<file path="config.mk">
export PLATFORM = sky130hd
export DESIGN_NAME = button_debounce_press_classifier
export DESIGN_NICKNAME = d
export VERILOG_FILES = /design/src/dbpc_pkg.sv /design/src/button_debounce_press_classifier.sv /design/src/dbpc_core.sv
export SDC_FILE = /design/constraint.sdc
export NUM_CORES = 1
export LEC_CHECK = 0
export CAP_MARGIN = 0
export CORE_MARGIN = 4
export CORE_UTILIZATION = 28
export DETAILED_ROUTE_END_ITERATION = 10
export DONT_BUFFER_PORTS = 1
export GPL_TIMING_DRIVEN = 0
export PLACE_DENSITY = 0.51
export SYNTH_ARGS = -nofsm -noshare
export SYNTH_HDL_FRONTEND = slang
export SYNTH_HIERARCHICAL = 1
export SYNTH_SLANG_ARGS = --single-unit
</file>
<file path="constraint.sdc">
create_clock -name clk -period 9.3 [get_ports clk]
set_input_delay 0.93 -clock clk [delete_from_list [all_inputs] [get_ports clk]]
set_output_delay 0.93 -clock clk [all_outputs]
set_load 0.005 [all_outputs]
</file>
<file path="src/dbpc_pkg.sv">
package dbpc_pkg;

  localparam int unsigned STEPS_W     = 8;
  localparam int unsigned LONG_MS_W   = 16;
  localparam int unsigned NOW_W       = 32;
  localparam int unsigned CFG_ADDR_W  = 1;
  localparam int unsigned CFG_DATA_W  = 16;
  localparam int unsigned IN_TDATA_W  = 40;
  localparam int unsigned OUT_TDATA_W = 8;

  localparam logic [STEPS_W-1:0]   RST_DEBOUNCE_STEPS = 8'd5;
  localparam logic [LONG_MS_W-1:0] RST_LONG_PRESS_MS  = 16'd1000;

  typedef enum logic [CFG_ADDR_W-1:0] {
    REG_DEBOUNCE_STEPS = 1'b0,
    REG_LONG_PRESS_MS  = 1'b1
  } cfg_reg_t;

  typedef enum logic [2:0] {
    EV_NONE      = 3'd0,
    EV_PRESSED   = 3'd1,
    EV_LONG      = 3'd2,
    EV_REL_SHORT = 3'd3,
    EV_REL_LONG  = 3'd4
  } event_t;

endpackage

</file>
<file path="src/button_debounce_press_classifier.sv">
// channel | direction | tdata fields (lsb first)        | tuser | tlast
// in_     | slave     | line_level[0], now_ms[32:1]      | -     | -
// out_    | master    | event_code[2:0]                  | -     | -
// cfg_    | write     | cfg_addr selects register, cfg_wdata value
//
// one request per cycle unless out_ stalls; an input register, then the
// debounce and classify logic into the output register
// synchronous active-low reset: steps 5, long press 1000 ms, released
// a stall on out_tready holds the output register; in_tready drops only
// when both registers are full
module button_debounce_press_classifier #(
  parameter int unsigned TIME_BITS = 32
) (
  input  logic                                clk,
  input  logic                                rst_n,
  input  logic                                in_tvalid,
  output logic                                in_tready,
  input  logic [dbpc_pkg::IN_TDATA_W-1:0]     in_tdata,   // line_level, now_ms
  output logic                                out_tvalid,
  input  logic                                out_tready,
  output logic [dbpc_pkg::OUT_TDATA_W-1:0]    out_tdata,  // event_code
  input  logic                                cfg_we,
  input  logic [dbpc_pkg::CFG_ADDR_W-1:0]     cfg_addr,
  input  logic [dbpc_pkg::CFG_DATA_W-1:0]     cfg_wdata
);
  import dbpc_pkg::*;

  logic             s1_valid_r;
  logic             s1_line_r;
  logic [NOW_W-1:0] s1_now_r;
  logic             out_valid_r;
  event_t           out_ev_r;
  logic             advance;
  logic             step_en;
  event_t           ev;

  assign advance   = !out_valid_r || out_tready;
  assign in_tready = !s1_valid_r || advance;
  assign step_en   = s1_valid_r && advance;

  dbpc_core #(
    .TIME_BITS (TIME_BITS)
  ) u_core (
    .clk        (clk),
    .rst_n      (rst_n),
    .cfg_we     (cfg_we),
    .cfg_addr   (cfg_addr),
    .cfg_wdata  (cfg_wdata),
    .step_en    (step_en),
    .line_level (s1_line_r),
    .now_ms     (s1_now_r),
    .event_code (ev)
  );

  always_ff @(posedge clk) begin
    if (!rst_n) begin
      s1_valid_r  <= 1'b0;
      out_valid_r <= 1'b0;
    end else begin
      if (in_tready) begin
        s1_valid_r <= in_tvalid;
      end
      if (advance) begin
        out_valid_r <= s1_valid_r;
      end
    end
  end

  always_ff @(posedge clk) begin
    if (in_tready && in_tvalid) begin
      s1_line_r <= in_tdata[0];
      s1_now_r  <= in_tdata[NOW_W:1];
    end
    if (step_en) begin
      out_ev_r <= ev;
    end
  end

  assign out_tvalid = out_valid_r;
  assign out_tdata  = OUT_TDATA_W'(out_ev_r);

endmodule

</file>
<file path="src/dbpc_core.sv">
module dbpc_core #(
  parameter int unsigned TIME_BITS = 32
) (
  input  logic                                clk,
  input  logic                                rst_n,
  input  logic                                cfg_we,
  input  logic [dbpc_pkg::CFG_ADDR_W-1:0]     cfg_addr,
  input  logic [dbpc_pkg::CFG_DATA_W-1:0]     cfg_wdata,
  input  logic                                step_en,
  input  logic                                line_level,
  input  logic [dbpc_pkg::NOW_W-1:0]          now_ms,
  output dbpc_pkg::event_t                    event_code
);
  import dbpc_pkg::*;

  logic [STEPS_W-1:0]   debounce_steps_r;
  logic [LONG_MS_W-1:0] long_press_ms_r;
  logic [STEPS_W-1:0]   countdown_r;
  logic [STEPS_W-1:0]   countdown_nxt;
  logic                 last_debounced_r;
  logic                 last_debounced_nxt;
  logic [TIME_BITS-1:0] start_time_r;
  logic [TIME_BITS-1:0] start_time_nxt;
  logic [TIME_BITS-1:0] now_t;
  logic [TIME_BITS-1:0] elapsed;
  logic                 cur;
  event_t               ev;

  assign now_t   = TIME_BITS'(now_ms);
  assign elapsed = now_t - start_time_r;

  always_comb begin
    countdown_nxt      = countdown_r;
    cur                = 1'b0;
    last_debounced_nxt = last_debounced_r;
    start_time_nxt     = start_time_r;
    ev                 = EV_NONE;

    // debounce: release takes effect at once
    if (line_level) begin
      countdown_nxt = debounce_steps_r - STEPS_W'(1);
    end else if (countdown_r == '0) begin
      cur = 1'b1;
    end else begin
      countdown_nxt = countdown_r - STEPS_W'(1);
    end

    if (cur == last_debounced_r) begin
      if (cur && (start_time_r != '0) &&
          (elapsed >= TIME_BITS'(long_press_ms_r))) begin
        start_time_nxt = '0;
        ev             = EV_LONG;
      end
    end else begin
      last_debounced_nxt = cur;
      if (cur) begin
        start_time_nxt = (now_t == '0) ? TIME_BITS'(1) : now_t;
        ev             = EV_PRESSED;
      end else begin
        ev = (start_time_r == '0) ? EV_REL_LONG : EV_REL_SHORT;
      end
    end
  end

  assign event_code = ev;

  always_ff @(posedge clk) begin
    if (!rst_n) begin
      debounce_steps_r <= RST_DEBOUNCE_STEPS;
      long_press_ms_r  <= RST_LONG_PRESS_MS;
      countdown_r      <= RST_DEBOUNCE_STEPS - STEPS_W'(1);
      last_debounced_r <= 1'b0;
      start_time_r     <= '0;
    end else begin
      if (cfg_we) begin
        unique case (cfg_reg_t'(cfg_addr))
          REG_DEBOUNCE_STEPS: debounce_steps_r <= cfg_wdata[STEPS_W-1:0];
          REG_LONG_PRESS_MS:  long_press_ms_r  <= cfg_wdata[LONG_MS_W-1:0];
          default: ;
        endcase
      end
      if (step_en) begin
        countdown_r      <= countdown_nxt;
        last_debounced_r <= last_debounced_nxt;
        start_time_r     <= start_time_nxt;
      end
    end
  end

endmodule
</file>
==> results.py, run 1 <==
metrics = {
    "outcome": {
        "outcome": "finished clean",
    },
    "routing": {
        "wirelength_um": 18520,
        "post_drt_via_cell_ratio": 4.963,
        "initialDrtViolationCount": 318,
        "wl_per_cell_um": 16.12,
        "route.detailed.drc": 0,
        "antenna_left": 0,
        "vias": 5702,
        "firstDrtPassIters": 5,
    },
    "synth": {
        "synth-seq-cells": 103,
        "yosys.area.top_type_share": 0.1954,
        "avgSynthCellArea_um2": 8.539,
        "synth_top_cell_by_area": "dfxtp_1",
        "synth_area_mm2": 0.006865,
        "synth_flop_cell": "dfxtp_1",
        "synth-edff-count": 36,
        "syn_inst": 804,
        "async_reset_ff_frac": 0,
        "synth_cell_types": 78,
        "yosysSeqAreaShare": 0.3528,
        "synthTopCellsByArea": "dfxtp_1 (20%), edfxtp_1 (16%), ha_1 (8.7%), nand2_1 (8.4%), a21oi_1 (4.1%)",
        "ys.warnings.count": 6,
    },
    "timing": {
        "skew_ns": 0.01094,
        "relSlewSlack": 0.3214,
        "fin_setup_tns_ns": 0,
        "slew_viol_final": 0,
        "rsz0062_at_grt": "no",
        "period_share": 0.5166,
        "setup_viol": 0,
        "fmax_ghz": 0.2081,
        "timing.final.hold_violations": 0,
        "worst_pin_slew_ns": 1.016,
        "period_needed_ns": 4.805,
    },
    "clock_network": {
        "clk_pin_slew_ns": 0.09,
        "ctsResizeCount": 0,
        "clock_path_buffers": 2,
        "cts_buffers": 9,
        "clock_sinks": 103,
        "cts_root_buf": "clkbuf_16",
        "clkLatencyLatePin_ns": 0.36,
        "hold_buffers": 0,
        "cts_setup_buffers": 0,
        "cts_tree": "done",
        "htree_levels": 3,
    },
    "floorplan": {
        "rows": 57,
        "dieArea_mm2": 0.02709,
        "die_h_um": 164.6,
        "coreArea_mm2": 0.02425,
        "ios": 72,
        "start_util": 0.2831,
        "die_w_um": 164.6,
    },
    "global_route": {
        "antenna_found_initial": 0,
        "overflow": 0,
        "grt_max_degree": 30,
        "grt_pass1_wl_um": 29890,
        "first_global_vias": 5531,
        "grt_usage": 0.1397,
    },
    "cells_and_area": {
        "layout_common_cells": "nand2_1 (153), dfxtp_1 (67), inv_1 (57), a21oi_1 (55), ha_1 (48)",
        "fill_cells": 2584,
        "layout-drive-gt1-share": 0.1115,
        "area_growth_pct": 11.12,
        "nets": 931,
        "antenna_cells": 0,
        "layout_commonest_cell": "nand2_1",
    },
    "setup_path": {
        "required_ns": 9.60,
        "r2r_cells": 20,
        "crit_chain": "inv_1 > ha_1 > nor2b_1 > o2111ai_1 > a21oi_1 > nor2_1 > o21ai_0 > a21o_1 > a21oi_1 > xnor2_1 > ha_1 > and4_1 > a31oi_1 > o2111ai_1 > nor4b_1 > nand4_1 > a2111oi_4 > a311oi_4 > buf_6 > o21ai_2",
        "slowest_stage": "dfxtp_1",
        "crit_type": "flip-flop to flip-flop",
        "worstSetupStartpointType": "flip-flop",
        "cp_slowest_stage_delay_ns": 0.44,
        "critical_path.max_fanout": 10,
        "endpoint_kind": "flip-flop",
        "crit_arrival_ns": 5.10,
    },
    "min_path": {
        "min_path_cells": 2,
        "min_path_type": "flip-flop to flip-flop",
    },
    "placement": {
        "portBuffers": 0,
        "gp_congestion": 0.8742,
        "hpwl_um": 14740,
    },
    "power": {
        "power_uw": 1087,
        "cellPowerDensity_mw_per_mm2": 142.5,
        "vdd_drop_max_v": 0.00007291,
        "power.leakage_uw": 0.002739,
    },
    "job": {
        "maxCapViolations": 0,
    },
}
registers in the layout, summed over array words and instances (netlist names):
name	cells
out_ev_r	3
u_core/debounce_steps_r	8
s1_line_r	1
u_core/last_debounced_r	1
u_core/countdown_r	8
s1_valid_r	1
s1_now_r	32
u_core/start_time_r	32
u_core/long_press_ms_r	16
out_tvalid	1
synthesized netlist by cell type, types with 4 or more instances:
cell and n:
nor2b_1 9, clkbuf_1 14, o21ai_2 30, dfxtp_1 67
nand2_1 153, nand4_1 15, o21ai_1 7, buf_6 11
ha_1 48, xor2_1 9, xnor2_1 12, o211ai_1 17
o21ai_0 28, buf_4 8, nor4_1 20, nand3b_1 5
nand2b_1 5, o2111ai_1 4, mux2i_1 8, nor2_1 34
o21a_1 14, a21boi_0 20, a21oi_1 56, nand3_1 16
nor3_1 15, a21o_1 9, a31oi_1 6, inv_1 57
edfxtp_1 36
kinds of logic (layout without fill, tap and decap cells):
family / count (synthesis) / count (layout) / share of synthesized area
buffers and inverters: 99 / 116 / 0.07527
multiplexers: 9 / 9 / 0.01330
XOR/XNOR: 21 / 21 / 0.02679
AND/OR/NAND/NOR: 292 / 292 / 0.1994
adder cells (fa/ha/maj): 49 / 49 / 0.09040
other: 1 / 5 / 0.0005462
flip-flops: 103 / 103 / 0.3528
AO/OA/AOI/OAI: 230 / 230 / 0.2415
worst max-delay path: cells and delay by family (launching register included):
kind / cells / cell delay [ns]
xor gates and xnor gates: 1 / 0.20
adders and majority gates: 2 / 0.54
AOI/OAI and AO/OA: 10 / 2.24
buffers and inverters: 2 / 0.29
DFF: 1 / 0.44
and+or+nand+nor: 5 / 1.01
layer usage:
metal	GRT usage	wire length [um]	vias to the layer above
met1	0.1973	9061	2657
met5	0	0	-
met2	0.2221	8484	129
met4	0.03100	155	0
li1	-	-	2907
met3	0.02645	818	9
worst paths after layout:
path,from,slack (ns),to
worst max-delay path,u_core/start_time_r[1],4.50,u_core/start_time_r[20]
worst min-delay path,u_core/long_press_ms_r[2],0.47,u_core/long_press_ms_r[2]
worst max register to register,u_core/start_time_r[1],4.50,u_core/start_time_r[20]
worst min register to register,u_core/long_press_ms_r[2],0.47,u_core/long_press_ms_r[2]
through the flow:
stage | utilization | hold WS, ns | instance area, um2 | worst slack [ns] | std cells
floorplan | - | 0.4405 | 6880 | 5.238 | 808
global placement | 0.3005 | 0.4527 | 7286 | 4.497 | 1132
detailed placement | 0.3018 | 0.4637 | 7317 | 4.518 | 1133
CTS | 0.3146 | 0.4766 | 7629 | 4.461 | 1149
global route | 0.3146 | 0.5018 | 7629 | 4.021 | 1149
finish | 0.3146 | 0.4745 | 7629 | 4.495 | 1149
area by class of cell:
cell class              count  area [um2]  area share
multi-input cells         606        3953      0.5181
flip-flops and latches    103        2422      0.3175
well taps                 324       405.4     0.05314
plain buffers              42       302.8     0.03969
clock buffers               9       225.2     0.02952
inverters                  57       214.0     0.02805
clock inverters             7       86.33     0.01132
repair buffers              1       20.02    0.002624
report_power, final:
part           switching (uW)  total, uW  internal [uW]
clock                     206        404            198
sequential               15.8        501            485
combinational             110        182           71.9
No activity file was read; power rests on OpenSTA's default activity.
==> run 2, diff against run 1 <==
==> constraint.sdc (replaced) <==
create_clock -name clk -period 4.69 [get_ports clk]
set_input_delay 0.469 -clock clk [delete_from_list [all_inputs] [get_ports clk]]
set_output_delay 0.469 -clock clk [all_outputs]
set_load 0.005 [all_outputs]
==> run 2 against run 1 <==
  * Hold slack worse by 0.28 ns
  * Die area stayed put
  * Sequential share of layout area fell by 0.23 points
  * First-iteration DRC count increased by 13%
  * Flip-flop and latch count is the same
  * Worst setup slack got worse by 4.3 ns
  * Clock power increased by 99%
  * Count of clock-buffer cells in the layout unchanged
  * Via count about the same
  * Global-route usage is essentially flat
  * Power is 99% higher
  * Routed wire length up 0.34%
  * Critical path type unchanged
  * Largest cell class unchanged
==> results.py, run 2 (synthesized netlist as in run 1, its figures left out) <==
metrics = {
    "routing": {
        "wl_per_cell_um": 16.13,
        "wirelength_um": 18580,
        "initialDrtViolationCount": 358,
        "vias": 5701,
        "post_drt_via_cell_ratio": 4.949,
        "route.detailed.drc": 0,
        "antenna_left": 0,
        "firstDrtPassIters": 5,
    },
    "floorplan": {
        "die_h_um": 164.6,
        "dieArea_mm2": 0.02709,
        "die_w_um": 164.6,
        "start_util": 0.2831,
        "rows": 57,
        "ios": 72,
        "coreArea_mm2": 0.02425,
    },
    "timing": {
        "fin_setup_tns_ns": 0,
        "slew_viol_final": 0,
        "fmax_ghz": 0.2220,
        "skew_ns": 0.01012,
        "period_share": 0.9604,
        "relSlewSlack": 0.3024,
        "setup_viol": 0,
        "period_needed_ns": 4.504,
        "holdWs_ns": 0.1984,
        "worst_pin_slew_ns": 1.044,
        "timing.final.hold_violations": 0,
    },
    "cells_and_area": {
        "utilization": 0.3171,
        "layout_commonest_cell": "nand2_1",
        "instances_no_fill": 1152,
        "layout_common_cells": "nand2_1 (153), dfxtp_1 (66), inv_1 (57), a21oi_1 (52), ha_1 (47)",
        "design_area_mm2": 0.007689,
        "layout-drive-gt1-share": 0.1268,
        "antenna_cells": 0,
        "nets": 934,
        "largestRegisters": "s1_now_r (32), u_core/start_time_r (32), u_core/long_press_ms_r (16)",
        "area_growth_pct": 11.99,
    },
    "min_path": {
        "min_to": "s1_now_r[1]",
        "hold_start": "in_tdata[2]",
        "min_path_type": "input port to flip-flop",
        "min_path_cells": 0,
    },
    "setup_path": {
        "worstSetupStartpointType": "flip-flop",
        "critical_path.max_fanout": 10,
        "r2r_cells": 19,
        "crit_arrival_ns": 4.80,
        "slowest_stage": "edfxtp_1",
        "endpoint_kind": "flip-flop",
        "required_ns": 4.99,
        "cp_slowest_stage_delay_ns": 0.44,
        "crit_start": "s1_now_r[3]",
        "r2r-start": "s1_now_r[3]",
        "crit_chain": "ha_2 > a21o_1 > a21oi_2 > a21oi_2 > nor2_2 > o21ai_1 > a21o_1 > a21oi_1 > xnor2_1 > ha_1 > and4_1 > a31oi_1 > o2111ai_1 > nor4b_2 > nand4_1 > a2111oi_4 > a311oi_4 > buf_6 > o21ai_2",
        "r2r_slack_ns": 0.19,
        "crit_type": "flip-flop to flip-flop",
        "worst_r2r_endpoint": "u_core/start_time_r[20]",
    },
    "clock_network": {
        "htree_levels": 3,
        "clk_pin_slew_ns": 0.08,
        "clkLatencyLatePin_ns": 0.36,
        "cts_root_buf": "clkbuf_16",
        "clock_path_buffers": 2,
        "cts_buffers": 9,
        "hold_buffers": 0,
        "clock_sinks": 103,
        "cts_tree": "done",
    },
    "global_route": {
        "antenna_found_initial": 0,
        "overflow": 0,
        "first_global_vias": 5532,
        "grt_usage": 0.1398,
        "grt_max_degree": 30,
        "grt_pass1_wl_um": 29900,
    },
    "outcome": {
        "outcome": "finished clean",
    },
    "power": {
        "vdd_drop_max_v": 0.0001445,
        "cellPowerDensity_mw_per_mm2": 281.4,
        "power.leakage_uw": 0.002758,
    },
    "placement": {
        "hpwl_um": 14740,
        "placedCellCount": 1133,
        "portBuffers": 0,
        "dpl_cell_area_mm2": 0.007317,
        "gp_congestion": 0.8742,
    },
    "job": {
        "maxCapViolations": 0,
    },
}
## run 2: changes by cell type in the layout (fill, tap and decap cells not counted), moves of 2 or more
cell / before / now
o21ai_2: 30 / 32
o21ai_0: 28 / 26
a21oi_1: 55 / 52
buf_4: 8 / 11
a21oi_2: 3 / 6
## run 2: area by class of cell
cell class | instances | area, um2
fill | 2569 | 16560
multi-input combinational | 606 | 3989
sequential | 103 | 2424
tap | 324 | 405.4
buffer | 42 | 302.8
clock buffer | 9 | 225.2
inverter | 57 | 214.0
clock inverter | 7 | 86.33
timing repair buffer | 4 | 42.54
## run 2: worst max-delay path by stage
stage                                   end  slack, ns  depth (start not counted)
floorplan           u_core/start_time_r[10]       0.63                         19
global placement     u_core/start_time_r[1]      -0.11                         21
detailed placement  u_core/start_time_r[20]      -0.09                         21
CTS                 u_core/start_time_r[20]       0.07                         20
global route                    out_ev_r[1]      -0.05                         19
finish              u_core/start_time_r[20]       0.19                         19
## run 2: metal layers
metal  wire length [um]  share of wire  global-route usage  up-vias
li1                   -              -                   -     2914
met1               9161           0.49              0.1977     2672
met2               8514           0.46              0.2220      106
met3                752          0.040             0.02645        9
met4                155         0.0083             0.03100        0
met5                  0              0                   0        -
## run 2: metrics by stage
step                total power, uW  setup slack [ns]
global route                   2283          -0.04706
global placement               1370           -0.1128
CTS                            2192           0.06676
floorplan                      1281            0.6284
detailed placement             1375          -0.09176
finish                         2164            0.1859
## run 2: power by group
group          switching, uW  internal, uW
Combinational            223           146
Sequential              31.4           961
Clock                    410           393
## run 2: critical path, delay by kind of cell (launching register included)
| family | cells | cell delay, ns |
|---|---|---|
| DFF | 1 | 0.44 |
| AOI/OAI and AO/OA | 11 | 2.11 |
| adders and majority gates | 2 | 0.63 |
| and+or+nand+nor | 4 | 0.86 |
| xor gates and xnor gates | 1 | 0.17 |
| buffers and inverters | 1 | 0.23 |
## run 2: timing repair
action | in CTS | in global routing
buffers inserted | 0 | 3
setup endpoints to repair | 32 | 33
pin swaps | 3 | 4
resized for setup | 1 | 11
==> run 3, diff against run 2 <==
--- a/config.mk
+++ b/config.mk
@@ -7,11 +7,12 @@
 export LEC_CHECK = 0
 export CAP_MARGIN = 0
 export CORE_MARGIN = 4
-export CORE_UTILIZATION = 28
+export CORE_UTILIZATION = 42
 export DETAILED_ROUTE_END_ITERATION = 10
 export DONT_BUFFER_PORTS = 1
 export GPL_TIMING_DRIVEN = 0
-export PLACE_DENSITY = 0.51
+export MAX_ROUTING_LAYER = met4
+export PLACE_DENSITY = 0.66
 export SYNTH_ARGS = -nofsm -noshare
 export SYNTH_HDL_FRONTEND = slang
 export SYNTH_HIERARCHICAL = 1
==> run 3 against run 2 <==
  * Routed wire length fell by 9.4%
  * Critical path depth fell by 1
  * Global-route usage rose by 5.1 points
  * Highest routed layer unchanged
  * Combinational power barely moved
  * Cell area fell by 0.36%
  * Critical endpoint is now u_core/start_time_r[17]
  * Utilization rose by 16 points
  * Hold slack improved by 0.0065 ns
  * Die area fell by 32%
  * Cell count fell by 9.1%
  * Register-to-register slack improved by 0.13 ns
  * Via count rose by 1.1%
  * Largest cell class unchanged
  * Clock power rose by 8.6%
==> results.py, run 3 (synthesized netlist as in run 1, its figures left out) <==
metrics = {
    "timing": {
        "setup_viol": 0,
        "setup_slack_ns": 0.3169,
        "timing.final.hold_violations": 0,
        "slew_viol_final": 0,
        "relSlewSlack": 0.3172,
        "skew_ns": 0.007094,
        "fmax_ghz": 0.2287,
        "worst_pin_slew_ns": 1.022,
        "period_share": 0.9324,
        "period_needed_ns": 4.373,
    },
    "cells_and_area": {
        "instances_no_fill": 1047,
        "ff_latch_area_mm2": 0.002424,
        "layout_commonest_cell": "nand2_1",
        "utilization": 0.4805,
        "multi_input_comb_area_mm2": 0.004023,
        "area_growth_pct": 11.59,
        "layout-drive-gt1-share": 0.1336,
        "largestRegisters": "s1_now_r (32), u_core/start_time_r (32), u_core/long_press_ms_r (16)",
        "antenna_cells": 0,
        "nets": 937,
        "layout_common_cells": "nand2_1 (153), dfxtp_1 (66), inv_1 (57), a21oi_1 (52), ha_1 (47)",
        "fill_cells": 1557,
    },
    "clock_network": {
        "cts_root_buf": "clkbuf_16",
        "htree_levels": 3,
        "clock_sinks": 103,
        "clkLatencyLatePin_ns": 0.35,
        "clock_path_buffers": 2,
        "clk_pin_slew_ns": 0.07,
        "cts_tree": "done",
        "hold_buffers": 0,
        "cts_buffers": 9,
    },
    "routing": {
        "wl_met3_um": 787,
        "m1WireLength_um": 8159,
        "wirelength_um": 16830,
        "initialDrtViolationCount": 355,
        "met2_length_um": 7540,
        "wl_per_cell_um": 16.08,
        "dr.max_layer_used": "met4",
        "antenna_left": 0,
        "firstDrtPassIters": 5,
        "vias": 5762,
        "route.detailed.drc": 0,
        "post_drt_via_cell_ratio": 5.503,
    },
    "placement": {
        "gp_congestion": 0.8972,
        "hpwl_um": 13180,
        "placedCellCount": 1025,
        "dp_slack_ns": -0.1341,
        "portBuffers": 0,
    },
    "power": {
        "clockPowerShare": 0.390,
        "seqPwrFrac": 0.444,
        "p_sw_uw": 595.9,
        "power.leakage_uw": 0.002795,
        "internal_power_uw": 1638,
        "p_comb_frac": 0.166,
        "cellPowerDensity_mw_per_mm2": 291.6,
        "vdd_drop_max_v": 0.0002032,
        "switching_share": 0.2667,
    },
    "setup_path": {
        "slowest_stage": "edfxtp_1",
        "required_ns": 4.98,
        "cp_slowest_stage_delay_ns": 0.42,
        "path_delay_family": "compound AO/OA/AOI/OAI gates",
        "crit_type": "flip-flop to flip-flop",
        "worstSetupStartpointType": "flip-flop",
        "crit_arrival_ns": 4.66,
        "endpoint_kind": "flip-flop",
        "critical_path.max_fanout": 8,
        "path_buf_inv": 1,
        "crit_chain": "ha_1 > nor2b_1 > o2111ai_2 > a21oi_4 > nor2_4 > o21ai_2 > a21o_1 > a21oi_1 > xnor2_1 > ha_1 > and4_2 > a221oi_1 > nor4b_2 > nand4_1 > a2111oi_4 > a311oi_4 > buf_6 > o21ai_2",
    },
    "global_route": {
        "antenna_found_initial": 0,
        "grt_max_degree": 31,
        "grt_pass1_wl_um": 27190,
        "first_global_vias": 5308,
        "overflow": 0,
        "grt_usage": 0.1904,
    },
    "floorplan": {
        "die_h_um": 135.9,
        "rows": 46,
        "dieArea_mm2": 0.01846,
        "ios": 72,
        "coreArea_mm2": 0.01594,
        "die_w_um": 135.9,
        "start_util": 0.4306,
    },
    "job": {
        "maxCapViolations": 0,
    },
    "min_path": {
        "min_path_type": "input port to flip-flop",
    },
    "outcome": {
        "outcome": "finished clean",
    },
}
==> run 3: cell types whose count changed in the layout (fill, tap and decap cells not counted), sizes merged <==
cell	delta
buf	+3
bufinv	+3
clkinv	+1
clkinvlp	+1
inv	-5
==> run 3: worst paths after layout <==
kind                               start                       to  slack (ns)  depth (start not counted)
setup reg to reg             s1_now_r[1]  u_core/start_time_r[17]        0.32                         18
setup / recovery             s1_now_r[1]  u_core/start_time_r[17]        0.32                         18
hold reg to reg   u_core/start_time_r[9]   u_core/start_time_r[9]        0.47                          2
hold / removal              in_tdata[11]             s1_now_r[10]        0.20                          0
==> run 3: worst reg2reg max path, stage by stage (launching register included) <==
cell and delay [ns]:
edfxtp_1 0.42, ha_1 0.29, nor2b_1 0.21, o2111ai_2 0.19
a21oi_4 0.24, nor2_4 0.06, o21ai_2 0.17, a21o_1 0.13
a21oi_1 0.07, xnor2_1 0.20, ha_1 0.27, and4_2 0.28
a221oi_1 0.32, nor4b_2 0.25, nand4_1 0.17, a2111oi_4 0.40
a311oi_4 0.29, buf_6 0.24, o21ai_2 0.12
==> run 3: layout make-up <==
| cell class | count | share of cell area |
|---|---|---|
| flip-flops and latches | 103 | 0.3163 |
| well taps | 216 | 0.03528 |
| multi-input cells | 606 | 0.5251 |
| plain buffers | 42 | 0.03952 |
| clock buffers | 9 | 0.02940 |
| inverters | 57 | 0.02793 |
| repair buffers | 7 | 0.009962 |
| clock inverters | 7 | 0.01650 |
==> run 3: power groups by stage <==
stage	Sequential (uW)	Combinational, uW	Clock (uW)
3_5_place_dp	1010	354	0
2_1_floorplan	1000	279	0
3_3_place_gp	1010	348	0
6_report	992	370	872
4_1_cts	992	357	902
5_1_grt	997	417	927
==> run 3: stage by stage <==
stage	total power (uW)	hold slack, ns	setup TNS (ns)	cell area [um2]
after floorplan	1281	0.4405	0	6880
after global placement	1361	0.4551	-0.2747	7151
after global routing	2341	0.1877	-0.01180	7661
after CTS	2251	0.1840	0	7537
after detailed placement	1366	0.4615	-3.607	7182
final	2234	0.2049	0	7661
==> run 3: routing by layer <==
metal  track usage  vias to the layer above
li1              -                     2922
met1        0.2676                     2660
met2        0.2835                      159
met3       0.03035                       21
met4       0.05767                        0
met5             -                        -
==> run 3: what timing repair did <==
action / CTS / global route
setup buffers: 0 / 3
setup endpoints to repair: 33 / 33
cloned: 0 / 3
gates resized for setup: 1 / 26
pin swaps: 2 / 6
